File: src/sv/qslp_pkg.sv
`timescale 1ns / 1ps
// Package for the quaternion slerp pipeline: formats, CORDIC table,
// stage timing and the structs shared by the pipeline modules. No dependencies.
package qslp_pkg;

    localparam int CORDIC_STEPS = 16;
    localparam int CORDIC_N     = (CORDIC_STEPS < 32) ? CORDIC_STEPS : 32;

    localparam logic [30:0] ONE_Q30   = 31'h4000_0000;
    localparam logic [33:0] GAIN_Q30  = 34'd652032874;
    localparam logic [15:0] BLEND_ONE = 16'h8000;
    localparam logic [30:0] THR_RESET = 31'd10737;

    localparam logic [30:0] ATAN_Q30 [32] = '{
        31'h3243F6A8, 31'h1DAC6705, 31'h0FADBAFC, 31'h07F56EA6, 31'h03FEAB76,
        31'h01FFD55B, 31'h00FFFAAA, 31'h007FFF55, 31'h003FFFEA, 31'h001FFFFD,
        31'h000FFFFF, 31'h0007FFFF, 31'h0003FFFF, 31'h0001FFFF, 31'h0000FFFF,
        31'h00007FFF, 31'h00003FFF, 31'h00001FFF, 31'h00000FFF, 31'h000007FF,
        31'h000003FF, 31'h000001FF, 31'h000000FF, 31'h0000007F, 31'h0000003F,
        31'h0000001F, 31'h0000000F, 31'h00000008, 31'h00000004, 31'h00000002,
        31'h00000001, 31'h00000000
    };

    // latencies and the cycle at which each unit takes its operands
    localparam int LAT_SQRT  = 32;
    localparam int LAT_DIV   = 32;
    localparam int T_SQRT    = 3;
    localparam int T_VEC     = T_SQRT + LAT_SQRT;
    localparam int T_ROT     = T_VEC + CORDIC_N;
    localparam int T_DIV     = T_ROT + CORDIC_N + 1;
    localparam int T_BACK    = T_DIV + LAT_DIV;
    localparam int LAT_TOTAL = T_BACK + 2;

    typedef struct packed {
        logic [3:0][15:0] f;
        logic [3:0][15:0] t;
        logic [15:0]      blend;
    } t_req;

    typedef struct packed {
        logic [3:0][15:0] cf;
        logic [3:0][16:0] ct;
        logic [15:0]      a;
        logic             sph;
    } t_side;

endpackage

File: src/sv/qslp_sqrt.sv
`timescale 1ns / 1ps
// Pipelined integer square root of 2^60 - dsq, one result bit per stage.
// Depends on qslp_pkg (LAT_SQRT).
module qslp_sqrt (
    input  logic        i_clk,
    input  logic        i_en,
    input  logic [61:0] i_dsq,
    output logic [30:0] o_root
);

    localparam int NB = qslp_pkg::LAT_SQRT - 1;

    logic [62:0] r_rem  [0:NB];
    logic [30:0] r_root [0:NB];

    always_ff @(posedge i_clk) begin
        if (i_en) begin
            r_rem[0]  <= (63'(1) << 60) - 63'(i_dsq);
            r_root[0] <= '0;
        end
    end

    for (genvar k = 0; k < NB; k++) begin : g_bit
        localparam int B = NB - 1 - k;
        logic [62:0] cmp;
        assign cmp = (63'(r_root[k]) << (B + 1)) + (63'(1) << (2 * B));
        always_ff @(posedge i_clk) begin
            if (i_en) begin
                if (r_rem[k] >= cmp) begin
                    r_rem[k+1]  <= r_rem[k] - cmp;
                    r_root[k+1] <= r_root[k] | (31'(1) << B);
                end else begin
                    r_rem[k+1]  <= r_rem[k];
                    r_root[k+1] <= r_root[k];
                end
            end
        end
    end

    assign o_root = r_root[NB];

endmodule

File: config.mk
export PLATFORM = sky130hd
export DESIGN_NAME = qslp_sqrt
export DESIGN_NICKNAME = d
export VERILOG_FILES = /design/src/sv/qslp_pkg.sv /design/src/sv/qslp_sqrt.sv
export SDC_FILE = /design/constraint.sdc
export NUM_CORES = 2
export LEC_CHECK = 0
export BUFFER_PORTS_ARGS = -buffer_cell sky130_fd_sc_hd__buf_2
export CAP_MARGIN = 10
export CORE_MARGIN = 2
export CORE_UTILIZATION = 55
export DETAILED_ROUTE_END_ITERATION = 10
export PLACE_DENSITY = 0.73
export SLEW_MARGIN = 40
export SYNTH_ARGS = -nofsm -noshare
export SYNTH_HDL_FRONTEND = slang
export SYNTH_SLANG_ARGS = --single-unit
export TNS_END_PERCENT = 5
File: constraint.sdc
create_clock -name i_clk -period 4.7 [get_ports i_clk]
set_input_delay 0.47 -clock i_clk [delete_from_list [all_inputs] [get_ports i_clk]]
set_output_delay 0.47 -clock i_clk [all_outputs]
set_load 0.05 [all_outputs]
==> results.sh <==
export IMPL_drt_iter0_drc=8961
export IMPL_ir_worst_vdd_v=0.000361
export IMPL_async_reset_ff_share_pct=0
export IMPL_critical_path_class="flip-flop to flip-flop"
export IMPL_core_um2=214000
export IMPL_wl_um=300000
export IMPL_cap_violations=0
export IMPL_clockBufferDepth=4
export IMPL_grt_max_degree=154
export IMPL_fin_nets=10500
export IMPL_final_min_clock_period_ns=4.39
export IMPL_layout_commonest_cell="edfxtp_1"
export IMPL_synth_top_family_by_area="simple AND/OR/NAND/NOR gates"
export IMPL_leakage_nw=49.2
export IMPL_rsz0062_at_grt="false"
export IMPL_synth_mux_area_share_pct=0.715
export IMPL_finalSetupViolCount=0
export IMPL_max_slew_margin_pct=34.0
export IMPL_yosys_warnings=0
export IMPL_p_int_w=0.0446
export IMPL_cp_max_fo=31
export IMPL_h_tree_depth=5
export IMPL_syn_area_um2=118000
export IMPL_dpl_cell_count=12400
export IMPL_grt_pass1_wl_um=454000
export IMPL_crit_chain="ha_1, or4b_2, or3_1, nor4_2, a31oi_1, nand2_1, o21ba_2, buf_4, nor4_1, xor2_1"
export IMPL_avgSynthCellArea_um2=12.4
export IMPL_start_util_pct=55.3
export IMPL_worst_r2r_cell_count=10
export IMPL_wire_per_inst_um=23.2
export IMPL_clk_pin_slew_ns=0.07
export IMPL_min_period_over_period_pct=93.3
export IMPL_synth_edff_count=2449
export IMPL_dr_pass1_iters=6
export IMPL_hold_class="input port to flip-flop"
export IMPL_die_x_um=468
export IMPL_end_kind="flip-flop"
export IMPL_power_share_clock_pct=32.3
export IMPL_cpPeakStageDelay_ns=0.68
export IMPL_required_ns=5.32
export IMPL_synth_xor_area_share_pct=6.89
export IMPL_max_freq_mhz=228
export IMPL_cpMaxStageDelayCell="or4b_2"
export IMPL_grt_antenna_before_repair=17
export IMPL_synth_top_cell_area_share_pct=62.1
export IMPL_cts_tree="yes"
export IMPL_worst_path_buf_inv=1
export IMPL_synth_compound_area_share_pct=8.81
export IMPL_die_area_um2=219000
export IMPL_r2r_start="r_rem[1][851]"
export IMPL_cts_root_buf="clkbuf_16"
export IMPL_path_delay_family="simple AND/OR/NAND/NOR gates"
export IMPL_p_switching_w=0.0189
export IMPL_drive_gt1_share_pct=7.21
export IMPL_syn_nets=10100
export IMPL_clk_latency_ns=0.96
export IMPL_finalNonFillerCells=12900
export IMPL_synth_seq_cells=2449
export IMPL_synth_fa_ha_area_share_pct=5.56
export IMPL_powerDensity_nw_per_um2=480
export IMPL_routed_via_density=6.07
export IMPL_synth_cells=9536
export IMPL_hold_depth=2
export IMPL_p_comb_share_pct=20.4
export IMPL_globalplace_congestion=0.978
export IMPL_most_common_layout_cells="2449 x edfxtp_1, 775 x nand2_1, 640 x inv_1"
export IMPL_hp_start="i_dsq[0]"
export IMPL_grt_ovfl_total=0
export IMPL_skew_ns=0.0911
export IMPL_portBuffers=94
export IMPL_worstMarginPinSlew_ns=0.982
export IMPL_track_usage_pct=27.2
export IMPL_place_area_um2=123000
export IMPL_synth_top_area_cell="edfxtp_1"
export IMPL_share_seq_of_total_power_pct=47.3
export IMPL_cts_buffers=274
export IMPL_hpwlAfterDp_um=224000
export IMPL_ys_types=92
export IMPL_rows=170
export IMPL_slew_violations=0
export IMPL_whs_ns=0.304
export IMPL_syn2layout_area_growth_pct=11.7
export IMPL_ys_seq_area_share_pct=62.1
export IMPL_start_kind="flip-flop"
export IMPL_drc=0
export IMPL_arrival_ns=5.01
export IMPL_hold_violations=0
export IMPL_postRouteAntennaNets=0
export IMPL_r2r_end="r_rem[1][942]"
export IMPL_status="finished, final reports clean"
export IMPL_r2r_slack_ns=0.31
export IMPL_power_w=0.0635
export IMPL_die_height_um=468
export IMPL_switching_share_pct=29.8
export IMPL_cts_sinks=2449
export IMPL_synth_ff_type="edfxtp_1"
export IMPL_final_cell_area_um2=132000
export IMPL_min_to="r_rem[0][0]"
export IMPL_grt_pass1_vias=75100
export IMPL_io_pins=95
export IMPL_yosys_area_share_simple_pct=13.2
export IMPL_synth_area_leaders="edfxtp_1 62%, ha_1 5.6%, xor2_1 3.5%, xnor2_1 3.4%, nand2_1 2.5%"
export IMPL_vias=78500
export IMPL_post_cts_buffers=0
synth_stat cells (35+ instances only):
cell / count
nand4_1: 169
o21a_1: 77
a211oi_1: 35
nor2_1: 537
nor2b_1: 73
a21o_1: 217
xnor2_1: 456
o21ai_0: 531
and2_1: 43
or4_1: 79
mux2_2: 57
nand3_1: 155
nor3_1: 282
o21bai_1: 52
nand2_1: 775
nor4_1: 366
edfxtp_1: 2449
clkbuf_1: 204
a21oi_1: 457
ha_1: 526
and3_1: 50
o31ai_1: 37
xor2_1: 475
nand2b_1: 109
inv_1: 640
a31oi_1: 54
or3_1: 101
nor4b_1: 54
layer usage:
layer | vias up | global-route usage, % | wire length, um
li1 | 36500 | - | -
met1 | 38200 | 38.9 | 129000
met2 | 3211 | 41.6 | 134000
met3 | 568 | 5.33 | 25800
met4 | 2 | 9.76 | 11500
met5 | - | 0 | 13
worst max-delay path by stage:
stage,startpoint,end,slack (ns),cells after the start
floorplan,i_en,r_rem[1][756],-0.08,6
global placement,r_rem[1][851],r_rem[1][933],-0.001,10
detailed placement,r_rem[1][851],r_rem[1][936],0.28,10
CTS,r_rem[1][851],r_rem[1][936],0.35,10
global route,i_dsq[5],r_rem[0][42],0.16,13
finish,r_rem[1][851],r_rem[1][942],0.31,10
cell families (layout without fill, tap and decap cells):
logic type	Yosys count	after routing
mux	77	77
compound gates	1693	1693
buf+inv	866	1415
other cells	0	3
flops	2449	2449
simple gates	2994	2994
fa+ha+maj	526	526
xor+xnor	931	931
final cells by class:
type,count,area (um2)
fillers,16000,82000
flip-flops and latches,2449,73500
multi-input cells,6221,41800
clock buffers,320,7200
well taps,2838,3550
repair buffers,303,2500
inverters,642,2410
clock inverters,150,1270
diodes,3,7.51
flip-flops by register name, indices dropped and copies added, names as in the netlist:
name,flops
r_rem,1953
r_root,496
power groups by stage:
stage | sequential [W] | clock, W | combinational, W
finish | 0.0301 | 0.0205 | 0.0129
global route | 0.0303 | 0.0216 | 0.0142
CTS | 0.0300 | 0.0208 | 0.0127
detailed placement | 0.0304 | 0 | 0.0125
global placement | 0.0303 | 0 | 0.0123
floorplan | 0.0292 | 0 | 0.00920
stage by stage:
step	util (%)	TNS [ns]	setup slack (ns)
after floorplan	-	-13.67	-0.0786
after global placement	57.2	-0.00132	-0.00132
after detailed placement	57.3	0	0.275
after CTS	61.7	0	0.348
after global routing	61.7	0	0.165
final	61.7	0	0.313
repair_timing:
action	CTS	global route
resized for setup	0	0
endpoints found under the hold margin	71	0
hold buffers	102	0
No activity file was read; power rests on OpenSTA's default activity.
