`config.mk`:
```
export PLATFORM = sky130hd
export DESIGN_NAME = qslp_cordic_vec
export DESIGN_NICKNAME = d
export VERILOG_FILES = /design/src/sv/qslp_pkg.sv /design/src/sv/qslp_cordic_vec.sv
export SDC_FILE = /design/constraint.sdc
export NUM_CORES = 2
export LEC_CHECK = 0
export BUFFER_PORTS_ARGS = -buffer_cell sky130_fd_sc_hd__buf_2
export CAP_MARGIN = 20
export CORE_MARGIN = 3
export CORE_UTILIZATION = 35
export DETAILED_ROUTE_END_ITERATION = 8
export PLACE_DENSITY_LB_ADDON = 0.1
export SKIP_LAST_GASP = 1
export SLEW_MARGIN = 0
export SYNTH_ARGS = -nofsm -noshare
export SYNTH_HDL_FRONTEND = slang
export SYNTH_SLANG_ARGS = --single-unit
```
`constraint.sdc`:
```
create_clock -name i_clk -period 5.5 [get_ports i_clk]
set_clock_uncertainty 0.15 [all_clocks]
set_input_delay 0.275 -clock i_clk [delete_from_list [all_inputs] [get_ports i_clk]]
set_output_delay 0.275 -clock i_clk [all_outputs]
set_load 0.02 [all_outputs]
```
`src/sv/qslp_pkg.sv`:
```
`timescale 1ns / 1ps
// Package for the quaternion slerp pipeline: formats, CORDIC table,
// stage timing and the structs shared by the pipeline modules. No dependencies.
package qslp_pkg;

    localparam int CORDIC_STEPS = 16;
    localparam int CORDIC_N     = (CORDIC_STEPS < 32) ? CORDIC_STEPS : 32;

    localparam logic [30:0] ONE_Q30   = 31'h4000_0000;
    localparam logic [33:0] GAIN_Q30  = 34'd652032874;
    localparam logic [15:0] BLEND_ONE = 16'h8000;
    localparam logic [30:0] THR_RESET = 31'd10737;

    localparam logic [30:0] ATAN_Q30 [32] = '{
        31'h3243F6A8, 31'h1DAC6705, 31'h0FADBAFC, 31'h07F56EA6, 31'h03FEAB76,
        31'h01FFD55B, 31'h00FFFAAA, 31'h007FFF55, 31'h003FFFEA, 31'h001FFFFD,
        31'h000FFFFF, 31'h0007FFFF, 31'h0003FFFF, 31'h0001FFFF, 31'h0000FFFF,
        31'h00007FFF, 31'h00003FFF, 31'h00001FFF, 31'h00000FFF, 31'h000007FF,
        31'h000003FF, 31'h000001FF, 31'h000000FF, 31'h0000007F, 31'h0000003F,
        31'h0000001F, 31'h0000000F, 31'h00000008, 31'h00000004, 31'h00000002,
        31'h00000001, 31'h00000000
    };

    // latencies and the cycle at which each unit takes its operands
    localparam int LAT_SQRT  = 32;
    localparam int LAT_DIV   = 32;
    localparam int T_SQRT    = 3;
    localparam int T_VEC     = T_SQRT + LAT_SQRT;
    localparam int T_ROT     = T_VEC + CORDIC_N;
    localparam int T_DIV     = T_ROT + CORDIC_N + 1;
    localparam int T_BACK    = T_DIV + LAT_DIV;
    localparam int LAT_TOTAL = T_BACK + 2;

    typedef struct packed {
        logic [3:0][15:0] f;
        logic [3:0][15:0] t;
        logic [15:0]      blend;
    } t_req;

    typedef struct packed {
        logic [3:0][15:0] cf;
        logic [3:0][16:0] ct;
        logic [15:0]      a;
        logic             sph;
    } t_side;

endpackage

```
`src/sv/qslp_cordic_vec.sv`:
```
`timescale 1ns / 1ps
// CORDIC vectoring: theta = atan2(s, dc), one micro-rotation per stage.
// Depends on qslp_pkg (CORDIC_N, ATAN_Q30).
module qslp_cordic_vec (
    input  logic        i_clk,
    input  logic        i_en,
    input  logic [30:0] i_dc,
    input  logic [30:0] i_s,
    output logic [30:0] o_theta
);

    localparam int N = qslp_pkg::CORDIC_N;

    logic signed [33:0] r_x [1:N];
    logic signed [33:0] r_y [1:N];
    logic signed [33:0] r_z [1:N];

    for (genvar i = 0; i < N; i++) begin : g_step
        logic signed [33:0] x;
        logic signed [33:0] y;
        logic signed [33:0] z;
        logic signed [33:0] at;
        assign at = $signed({3'b0, qslp_pkg::ATAN_Q30[i]});
        if (i == 0) begin : g_first
            assign x = $signed({3'b0, i_dc});
            assign y = $signed({3'b0, i_s});
            assign z = '0;
        end else begin : g_next
            assign x = r_x[i];
            assign y = r_y[i];
            assign z = r_z[i];
        end
        always_ff @(posedge i_clk) begin
            if (i_en) begin
                if (y >= 0) begin
                    r_x[i+1] <= x + (y >>> i);
                    r_y[i+1] <= y - (x >>> i);
                    r_z[i+1] <= z + at;
                end else begin
                    r_x[i+1] <= x - (y >>> i);
                    r_y[i+1] <= y + (x >>> i);
                    r_z[i+1] <= z - at;
                end
            end
        end
    end

    assign o_theta = r_z[N][33] ? '0 : r_z[N][30:0];

endmodule

```
==> out/metrics.cfg <==
[run_status]
status=finished, final reports clean

[sta]
final-hold-violation-count=0
relSlewSlack_pct=29.5
setup_viol=0
rsz0062_at_grt=yes
maxSlewViolCount=0
timing.final.crit_share_pct=97.1
fmax_ghz=0.187
tightest_slew_ns=1.06
fin_crit_ns=5.34

[critical_path]
startpoint=r_y[0][354]
cp_max_fo=6
crit_type=register to register
rr_startpoint=r_y[0][354]
worstPathArrival_ns=5.83
worst_ep_required_time_ns=5.99
start_kind=register
crit_path_end_kind=register

[cts]
worstSkewPairLatency_ns=0.90
clk_path_buf_depth=4
cts-root-buf=clkbuf_16
clock-sinks=1395
numCtsBuffers=187
ctsHtreeMaxLevel=4
cts_tree=built
clk_pin_slew_worst_paths_ns=0.06

[floorplan]
start_util_pct=35.3
die_x_um=596
row_count=215
io_pins=95
die_area_sq_um=355000
core_area_sq_um=345000
fp.dieH_um=596

[logic_synthesis]
yosys.area_share.simple_pct=13.8
synth_top_area_cell=edfxtp_1
ys_warn_count=0
syn_avg_cell_area_sq_um=9.42
async_flop_share_pct=0
yosys.area_share.adder_pct=15.0
ys_ff_latch=1395
ys_seq_area_share_pct=34.4
syn_inst=12900
yosysTopAreaCellShare_pct=34.4
ys_types=109
synth_xor_area_share_pct=13.2
synthTopCellsByArea=edfxtp_1, ha_1, xnor2_1
synth_edf_count=1395
synthFlopType=edfxtp_1
synth_top_family_by_area=compound AO/OA/AOI/OAI gates
synth_compound_area_share_pct=20.7
syn-cell-area_sq_um=122000
synth_mux_area_share_pct=0.417

[drt]
wl_met3_um=9590
viasPerCell=5.32
antenna_left=0
wl_met2_um=184000
routed_wl_um=363000
wl_per_cell_um=19.9
drc=0
via_count=97200
drt-met1-wl_um=153000
drt_pass1_iterations=8
routed.top_layer=met4
drt-initial-drc-count=5594

[global_routing]
grt_antenna_before_repair=2
grt_pass1_wl_um=563000
grt_pass1_vias=98400
grt.total_usage_pct=19.9
grt_max_degree=176
gr-total-overflow=0

[cells_and_area]
fin_nets=15000
fin_area_sq_um=138000
area_delta_synth_final_pct=13.5
drive_gt1_share_pct=7.38

[placed_design]
dpl_cell_area_sq_um=131000
numPortBuffers=93
gp_congestion=0.911
dp_hpwl_um=293000

[hold_path]
hold_start=i_dc[27]
min_path_type=input pin to register

[flow_run]
cap_violations=0

worst max-delay path, stage by stage, from the launching register on:
cell,delay (ns)
edfxtp_1,0.44
or3_1,0.42
or3b_2,0.48
or2_2,0.36
o31ai_1,0.29
xor2_1,0.22
ha_1,0.31
a21o_1,0.19
a21o_1,0.16
a21oi_1,0.19
nand3_1,0.29
a2111oi_4,0.41
nor2_1,0.13
a211o_1,0.33
o31a_1,0.33
a41o_1,0.26
xnor2_1,0.13
registers in the layout (all words and copies together) (netlist names):
signal  flops
r_x       459
r_y       475
r_z       461
logic make-up (layout without fill, tap and decap cells):
| family | count (synthesis) | after routing |
|---|---|---|
| xor gates and xnor gates | 1832 | 1832 |
| DFF | 1395 | 1395 |
| buffers and inverters | 840 | 1617 |
| muxes | 48 | 48 |
| AOI/OAI and AO/OA | 3944 | 3944 |
| other | 2 | 5 |
| and+or+nand+nor | 3423 | 3423 |
| adders and majority gates | 1435 | 1435 |
cells in the final DEF (no fill, tap or decap), types with 56 or more instances in the layout:
| master | Yosys | routed |
|---|---|---|
| a211oi_1 | 89 | 87 |
| a21boi_0 | 57 | 57 |
| a21o_1 | 594 | 594 |
| a21oi_1 | 1259 | 1254 |
| a31oi_1 | 101 | 100 |
| and2_1 | 61 | 61 |
| and3_1 | 100 | 100 |
| buf_2 | 2 | 92 |
| buf_4 | 1 | 425 |
| clkbuf_16 | 0 | 193 |
| dlygate4sd3_1 | 0 | 144 |
| edfxtp_1 | 1395 | 1395 |
| ha_1 | 1398 | 1396 |
| inv_1 | 597 | 595 |
| nand2_1 | 801 | 792 |
| nand2b_1 | 225 | 225 |
| nand3_1 | 225 | 225 |
| nand4_1 | 83 | 83 |
| nor2_1 | 976 | 974 |
| nor2b_1 | 219 | 219 |
| nor3_1 | 285 | 279 |
| nor4_1 | 76 | 76 |
| o211ai_1 | 56 | 56 |
| o21a_1 | 212 | 212 |
| o21ai_0 | 775 | 772 |
| o21bai_1 | 147 | 147 |
| o31ai_1 | 129 | 126 |
| o41ai_1 | 93 | 90 |
| or3_1 | 124 | 124 |
| xnor2_1 | 1198 | 1198 |
| xor2_1 | 634 | 634 |
synth_stat cells (27+ instances only):
cell type	instances
ha_1	1398
edfxtp_1	1395
a21oi_1	1259
xnor2_1	1198
nor2_1	976
nand2_1	801
o21ai_0	775
xor2_1	634
inv_1	597
a21o_1	594
nor3_1	285
nand2b_1	225
nand3_1	225
nor2b_1	219
o21a_1	212
clkbuf_1	205
o21bai_1	147
o31ai_1	129
or3_1	124
a31oi_1	101
and3_1	100
o41ai_1	93
a211oi_1	89
nand4_1	83
nor4_1	76
and2_1	61
a21boi_0	57
o211ai_1	56
a211o_1	51
or2_2	49
or4_1	46
o21ai_1	39
nand3b_1	38
fa_1	35
a31o_2	31
and4_1	31
nor3b_1	31
a41oi_1	29
buf_1	28
o31a_1	27
path summary, 6_finish.rpt:
kind | to | slack (ns) | cells after the start
worst min-delay path | r_x[0][62] | 0.08 | 5
worst max-delay path | r_x[0][407] | 0.16 | 16
worst max register to register | r_x[0][407] | 0.16 | 16
worst min register to register | r_y[0][306] | 0.40 | 1
layout make-up:
cell class                      count  area (sq um)
Clock inverter                    113          1080
Sequential cell                  1395         41900
Clock buffer                      222          4940
Tap cell                         4557          5700
Timing Repair Buffer              679          5440
Multi-Input combinational cell  10700         76900
Antenna cell                        2          5.00
Fill cell                       33900        206000
Inverter                          603          2260
what timing repair did:
item / in CTS / in global routing
endpoints found under the hold margin: 212 / 0
buffers inserted: 1 / 0
resized for setup: 4 / 31
pin swaps: 0 / 1
hold buffers: 144 / 0
endpoints found under the setup margin: 10 / 28
metal layers:
layer / up-vias / GRT usage [%]
met5: - / 0
met4: 0 / 8.35
met3: 570 / 1.68
met2: 1562 / 36.8
met1: 45900 / 23.4
li1: 49100 / -
stage by stage:
stage	utilization, %	hold WS [ns]	std cells	worst slack (ns)	setup TNS, ns
3_5_place_dp	37.9	0.403	17800	-0.239	-1.25
2_1_floorplan	-	0.237	12900	0.481	0
6_report	40.1	0.0838	18300	0.162	0
5_1_grt	40.1	0.107	18300	-0.0599	-0.0599
4_1_cts	40.1	0.00237	18300	0.0268	0
3_3_place_gp	37.9	0.398	17800	-0.210	-0.998
Power is left out: the tool's default activity adds up to more than one toggle a clock period on the data nets, which glitch-free logic cannot reach.
